### src/hw/rtl/bls_pkg.sv
package bls_pkg;

    localparam int MAX_BANDS_DEF   = 128;
    localparam int LEVEL_BITS_DEF  = 16;
    localparam int HOLD_FRAMES_DEF = 10;

    localparam int BAND_W   = 7;
    localparam int WEIGHT_W = 9;
    localparam int DECAY_W  = 16;
    localparam int COUNT_W  = 8;
    localparam int HOLD_W   = 4;
    localparam int CFG_IDX_W  = 2;
    localparam int CFG_DATA_W = 16;

    localparam logic [WEIGHT_W-1:0] WEIGHT_ONE    = 9'd256;
    localparam logic [WEIGHT_W-1:0] WEIGHT_RESET  = 9'd77;
    localparam logic [DECAY_W-1:0]  DECAY_RESET   = 16'd1311;
    localparam logic [COUNT_W-1:0]  COUNT_RESET   = 8'd16;

    typedef enum logic [CFG_IDX_W-1:0] {
        CFG_SMOOTH_WEIGHT = 2'd0,
        CFG_DECAY_STEP    = 2'd1,
        CFG_BAND_COUNT    = 2'd2
    } cfg_idx_t;

    typedef struct packed {
        logic [WEIGHT_W-1:0] smooth_weight;
        logic [DECAY_W-1:0]  decay_step;
        logic [COUNT_W-1:0]  band_count;
    } cfg_t;

endpackage

### src/hw/rtl/bls_update.sv
module bls_update
    import bls_pkg::*;
#(
    parameter int MAX_BANDS   = MAX_BANDS_DEF,
    parameter int LEVEL_BITS  = LEVEL_BITS_DEF,
    parameter int HOLD_FRAMES = HOLD_FRAMES_DEF
)(
    input  cfg_t                  cfg,
    input  logic [BAND_W-1:0]     band,
    input  logic [LEVEL_BITS-1:0] level,
    input  logic                  valid_mark,
    input  logic [LEVEL_BITS-1:0] old_smooth,
    input  logic [LEVEL_BITS-1:0] old_peak,
    input  logic [HOLD_W-1:0]     old_hold,
    output logic                  in_range,
    output logic [LEVEL_BITS-1:0] new_smooth,
    output logic [LEVEL_BITS-1:0] new_peak,
    output logic [HOLD_W-1:0]     new_hold
);

    localparam int CMP_W = 11;
    localparam logic [CMP_W-1:0] MAX_BANDS_C = CMP_W'(MAX_BANDS);
    localparam int DW = (LEVEL_BITS > DECAY_W) ? LEVEL_BITS : DECAY_W;
    localparam int PW = LEVEL_BITS + WEIGHT_W + 1;
    localparam logic [HOLD_W-1:0] HOLD_INIT = HOLD_W'(HOLD_FRAMES);

    logic [WEIGHT_W-1:0]   w;
    logic [LEVEL_BITS-1:0] base_smooth;
    logic [LEVEL_BITS-1:0] base_peak;
    logic [HOLD_W-1:0]     base_hold;
    logic [PW-1:0]         mix;
    logic [DW-1:0]         peak_ext;
    logic [DW-1:0]         decay_ext;
    logic [DW-1:0]         dropped;

    assign in_range = (CMP_W'(band) < CMP_W'(cfg.band_count)) && (CMP_W'(band) < MAX_BANDS_C);

    assign w = (cfg.smooth_weight > WEIGHT_ONE) ? WEIGHT_ONE : cfg.smooth_weight;

    // first beat for a band seeds its smooth and peak with the level and its hold with zero
    assign base_smooth = valid_mark ? old_smooth : level;
    assign base_peak   = valid_mark ? old_peak   : level;
    assign base_hold   = valid_mark ? old_hold   : '0;

    assign mix = PW'(base_smooth) * PW'(w) + PW'(level) * PW'(WEIGHT_ONE - w);
    assign new_smooth = mix[LEVEL_BITS+7:8];

    assign peak_ext  = DW'(base_peak);
    assign decay_ext = DW'(cfg.decay_step);
    assign dropped   = (peak_ext > decay_ext) ? (peak_ext - decay_ext) : '0;

    always_comb
    begin
        new_peak = base_peak;
        new_hold = base_hold;
        if (level >= base_peak)
        begin
            new_peak = level;
            new_hold = HOLD_INIT;
        end
        else if (base_hold != '0)
        begin
            new_hold = base_hold - HOLD_W'(1);
        end
        else if (dropped < DW'(level))
        begin
            new_peak = level;
        end
        else
        begin
            new_peak = LEVEL_BITS'(dropped);
        end
    end

endmodule

### config.mk
export PLATFORM = sky130hd
export DESIGN_NAME = bls_update
export DESIGN_NICKNAME = d
export VERILOG_FILES = /design/src/hw/rtl/bls_pkg.sv /design/src/hw/rtl/bls_update.sv
export SDC_FILE = /design/constraint.sdc
export NUM_CORES = 1
export LEC_CHECK = 0
export BUFFER_PORTS_ARGS = -buffer_cell sky130_fd_sc_hd__buf_2
export CAP_MARGIN = 20
export CORE_AREA = 8 8 218 220
export DETAILED_ROUTE_END_ITERATION = 6
export DIE_AREA = 0 0 226 228
export PLACE_DENSITY_LB_ADDON = 0.25
export SLEW_MARGIN = 30
export SYNTH_ARGS = -nofsm -noshare
export SYNTH_HDL_FRONTEND = slang
export SYNTH_SLANG_ARGS = --single-unit
### constraint.sdc
create_clock -name vclk -period 14.6
set_input_delay 0.73 -clock vclk [all_inputs]
set_output_delay 0.73 -clock vclk [all_outputs]
set_load 0.01 [all_outputs]
==> flow_summary_export.csv, run 1 <==
group,metric,value,unit
floorplanning,start_util,27.8,%
route,drtPass1Iterations,5,
place,place_inst,2182,
run_status,outcome,"finished, final reports clean",
timing,slew_headroom,38.5,%
cells_and_area,seq_area,0,um^2
place,dp_hpwl,34.5,mm
worst_setup_path,cp_max_fo,33,
route,final_antenna_net_count,0,
route,wl_per_cell,18.2,um
cells_and_area,layout.nets,2084,
synthesis,synth_simple_gate_area_share,18.6,%
worst_setup_path,slowest_stage,"nor2b_1",
route,vias,10200,
synthesis,muxShareOfSynthArea,0.872,%
synthesis,ys_warn_count,0,
cells_and_area,seq_cell_count,0,
route,via_per_inst,4.69,
worst_setup_path,cp.arrival,9.55,ns
cells_and_area,stdcell_count,2183,
cells_and_area,syn2layout_area_growth,10.4,%
floorplanning,core,43800,um^2
worst_setup_path,slowest_delay,0.75,ns
global_routing,grt-ovfl-total,0,
synthesis,avgSynthCellArea,8.12,um^2
route,drc,0,
cells_and_area,nClkBuffers,0,
hold_path,min_path_type,"in2out",
timing,hold_viol_final,0,
floorplanning,die_width,226,um
global_routing,grt_pass1_wl,63.5,mm
route,drtIter0Drc,561,
worst_setup_path,crit_type,"in2out",
synthesis,synth_fa_ha_area_share,56.2,%
cells_and_area,mostFrequentLayoutCell,"inv_1",
floorplanning,io_pins,130,
timing,max_freq,97.3,MHz
worst_setup_path,path_common_cell,"fa_1",
synthesis,synthDistinctLibCells,68,
cells_and_area,final_util,30.7,%
worst_setup_path,cp.required,13.87,ns
synthesis,synth_compound_area_share,9.32,%
timing,drv_slew,0,
synthesis,syn_area,12200,um^2
synthesis,syn_inst,1502,
place,gp_congestion,0.902,
timing,period_needed,10.28,ns
cells_and_area,layout_common_cells,"inv_1, fa_1, nand2_1",
synthesis,synth_top_family_by_area,"adder cells",
worst_setup_path,crit_path_start_kind,"primary input",
synthesis,yosysSeqAreaShare,0,%
global_routing,grt_pass1_vias,11100,
floorplanning,rows,77,
timing,worstMarginPinSlew,0.919,ns
timing,rsz0062_at_grt,"no",
timing,fin_tns_setup,0,ns
global_routing,grt_start_max_net_pins,70,
cts,hold_buffers,0,
floorplanning,fp.dieH,228,um
cells_and_area,layout-drive-gt1-share,10.4,%
cts,postCtsResizedCells,0,
cts,post-cts-setup-buffers,0,
timing,finalCritPeriodShare,70.4,%
route,finalWirelength,39.7,mm
synthesis,synthXorXnorAreaFrac,2.73,%
global_routing,grt_antenna_before_repair,1,
timing,setup-violations-final,0,
global_routing,track_usage,15.6,%
place,portBuffers,130,
job,max_cap_violations,0,
worst_setup_path,cp-end-kind,"output pin",
floorplanning,die-area,51500,um^2
==> synth_stat cells (3+ instances only) <==
cell type    n  area [um^2]
a211oi_1     6         45.0
a21o_1      24          180
a21oi_1     47          235
a221oi_1     4         35.0
a31o_2       3         26.3
a31oi_1     14         87.6
and2_1      41          257
and3_1       9         56.3
buf_6        3         33.8
clkbuf_1    58          218
fa_1       249         4980
ha_1       150         1880
inv_1      322         1210
mux2i_1      7         70.1
nand2_1    245          920
nand2b_1    23          144
nand3_1     25          125
nand3b_1     3         22.5
nand4_1     10         62.6
nor2_1      99          372
nor2b_1     12         75.1
nor3_1       9         45.0
nor4_1       3         18.8
o211ai_1     4         30.0
o21a_1       5         37.5
o21ai_0     17         85.1
o21bai_1     3         22.5
o22a_1      12          105
or2_2        3         18.8
or3_1        3         18.8
or4_1        3         22.5
xnor2_1     29          254
xor2_1       9         78.8
==> final cells by class <==
type               count  area [um^2]
diodes                 1         2.50
repair buffers       140          726
multi-input cells   1128        10800
fillers             4746        30400
well taps            592          741
inverters            322         1210
==> per-layer routing <==
metal / GRT usage [%] / routed length (um) / up-vias
li1: - / - / 4811
met1: 20.9 / 17400 / 5109
met2: 26.7 / 19100 / 285
met3: 2.37 / 2540 / 30
met4: 2.05 / 576 / 0
met5: 0 / 0 / -
==> cells by family (layout without fill, tap and decap cells) <==
family,after synthesis,count (layout)
other cells,2,16
mux,10,10
compound gates,166,166
xor+xnor,38,38
simple gates,500,500
fa+ha+maj,399,399
buf+inv,387,462
==> final timing paths <==
kind	start	to	slack [ns]	cells after the start
setup / recovery	cfg[32]	new_smooth[13]	4.32	27
hold / removal	cfg[7]	in_range	1.73	3
==> critical path: cells and delay by family <==
kind | cells | cell delay, ns
XOR/XNOR | 1 | 0.50
AO/OA/AOI/OAI | 3 | 0.97
adder cells (fa/ha/maj) | 9 | 4.08
multiplexers | 1 | 0.33
buffers and inverters | 9 | 1.66
AND/OR/NAND/NOR | 4 | 1.27
==> stage by stage <==
stage	hold slack, ns	setup WS (ns)	cell area, um^2
3_3_place_gp	1.73	4.36	13500
3_5_place_dp	1.73	4.28	13500
4_1_cts	1.74	4.27	13500
2_1_floorplan	1.57	6.29	12200
5_1_grt	1.78	3.78	13500
6_report	1.73	4.32	13500
Power of run 1 is left out: the tool's default activity adds up to more than one toggle a clock period on the data nets, which glitch-free logic cannot reach.
==> inputs of run 2 (changes only) <==
==> constraint.sdc (replaced) <==
create_clock -name vclk -period 9.64
set_input_delay 0.482 -clock vclk [all_inputs]
set_output_delay 0.482 -clock vclk [all_outputs]
set_load 0.01 [all_outputs]
==> run 2 against run 1 <==
First-iteration DRC count up 11%. Highest routed layer unchanged. Critical path depth up 2. Worst setup slack worse by 3.6 ns. Design area up 0.47%. Count of clock-buffer cells in the layout unchanged. Flip-flop and latch count unchanged. Sequential share of layout area unchanged. Via count up 0.21%.
==> flow_summary_export.csv, run 2 (synthesis gave the netlist of run 1 again) <==
group,metric,value,unit
timing,hold_viol_final,0,
worst_setup_path,cp.required,9.16,ns
route,drc,0,
worst_setup_path,critPathCapture,"new_smooth[13]",
cells_and_area,nFillCells,4716,
cells_and_area,layout-drive-gt1-share,10.8,%
timing,max_freq,112,MHz
worst_setup_path,cp-end-kind,"output pin",
timing,slew_headroom,38.4,%
cells_and_area,nClkBuffers,0,
worst_setup_path,crit_path_start_kind,"primary input",
worst_setup_path,setup.worst_path.start,"cfg[32]",
place,dp_hpwl,34.3,mm
cells_and_area,seq_cell_count,0,
worst_setup_path,slowest_delay,0.58,ns
floorplanning,core,43800,um^2
worst_setup_path,crit_type,"in2out",
global_routing,grt_pass1_wl,64.1,mm
floorplanning,die-area,51500,um^2
worst_setup_path,slowest_stage,"fa_1",
route,via_per_inst,4.67,
route,wl_per_cell,17.8,um
cells_and_area,syn2layout_area_growth,10.9,%
floorplanning,io_pins,130,
route,final_antenna_net_count,0,
worst_setup_path,path_common_cell,"fa_1",
worst_setup_path,cp.arrival,8.41,ns
job,max_cap_violations,0,
route,drtPass1Iterations,5,
cells_and_area,seq_area,0,um^2
global_routing,grt_start_max_net_pins,48,
global_routing,grt_antenna_before_repair,0,
timing,fin_tns_setup,0,ns
cells_and_area,layout_common_cells,"inv_1, fa_1, nand2_1",
hold_path,min_path_type,"in2out",
floorplanning,fp.dieH,228,um
cts,post-cts-setup-buffers,0,
timing,setup-violations-final,0,
timing,rsz0062_at_grt,"no",
worst_setup_path,cp_max_fo,33,
global_routing,grt_pass1_vias,11400,
cts,postCtsResizedCells,0,
route,vias,10300,
route,drtIter0Drc,620,
timing,finalCritPeriodShare,92.2,%
route,finalWirelength,39.1,mm
floorplanning,start_util,27.8,%
timing,worstMarginPinSlew,0.918,ns
place,gp_congestion,0.888,
run_status,outcome,"finished, final reports clean",
global_routing,track_usage,15.5,%
cells_and_area,mostFrequentLayoutCell,"inv_1",
place,portBuffers,130,
timing,period_needed,8.89,ns
timing,drv_slew,0,
global_routing,grt-ovfl-total,0,
cells_and_area,diodes,0,
cells_and_area,layout.nets,2096,
cts,hold_buffers,0,
floorplanning,die_width,226,um
floorplanning,rows,77,
-- run 2: changes by cell type in the layout (fill, tap and decap cells not counted), sizes merged --
| cell | delta |
|---|---|
| diode | -1 |
| buf | +12 |
-- run 2: how the worst min path moves through the flow --
| stage | cells after the start | to | start |
|---|---|---|---|
| floorplan | 1 | in_range | cfg[7] |
| global placement | 3 | in_range | cfg[7] |
| detailed placement | 3 | in_range | cfg[7] |
| CTS | 3 | in_range | cfg[7] |
| global route | 3 | in_range | cfg[7] |
| finish | 3 | in_range | cfg[7] |
-- run 2: per-stage QoR --
step | setup WS, ns | cell area, um^2 | hold slack [ns] | instances | utilization, %
after detailed placement | 0.619 | 13500 | 1.24 | 2194 | 30.9
final | 0.748 | 13500 | 1.24 | 2194 | 30.9
after CTS | 0.606 | 13500 | 1.24 | 2194 | 30.9
after floorplan | 1.82 | 12200 | 1.08 | 1515 | -
after global placement | 0.775 | 13500 | 1.24 | 2194 | 30.9
after global routing | 0.196 | 13500 | 1.28 | 2194 | 30.9
-- run 2: area by class of cell --
class                      instances  area (um^2)  area share [%]
inverter                         322         1210            8.93
timing repair buffer             152          816            6.03
multi-input combinational       1128        10800            79.6
tap                              592          741            5.47
-- run 2: metal layers --
metal | up-vias | part of all wire (%) | GRT usage, %
met5 | - | 0 | 0
met4 | 0 | 0.93 | 1.34
met3 | 29 | 5.5 | 1.55
met2 | 284 | 49 | 27.3
met1 | 5109 | 45 | 21.1
li1 | 4834 | - | -
-- run 2: critical path: cells and delay by family --
family / cells / cell delay [ns]
and+or+nand+nor: 7 / 1.17
xor gates and xnor gates: 1 / 0.17
AOI/OAI and AO/OA: 3 / 0.98
buffers and inverters: 9 / 1.59
muxes: 1 / 0.33
adders and majority gates: 8 / 3.65
Power of run 2 is left out for the same reason.
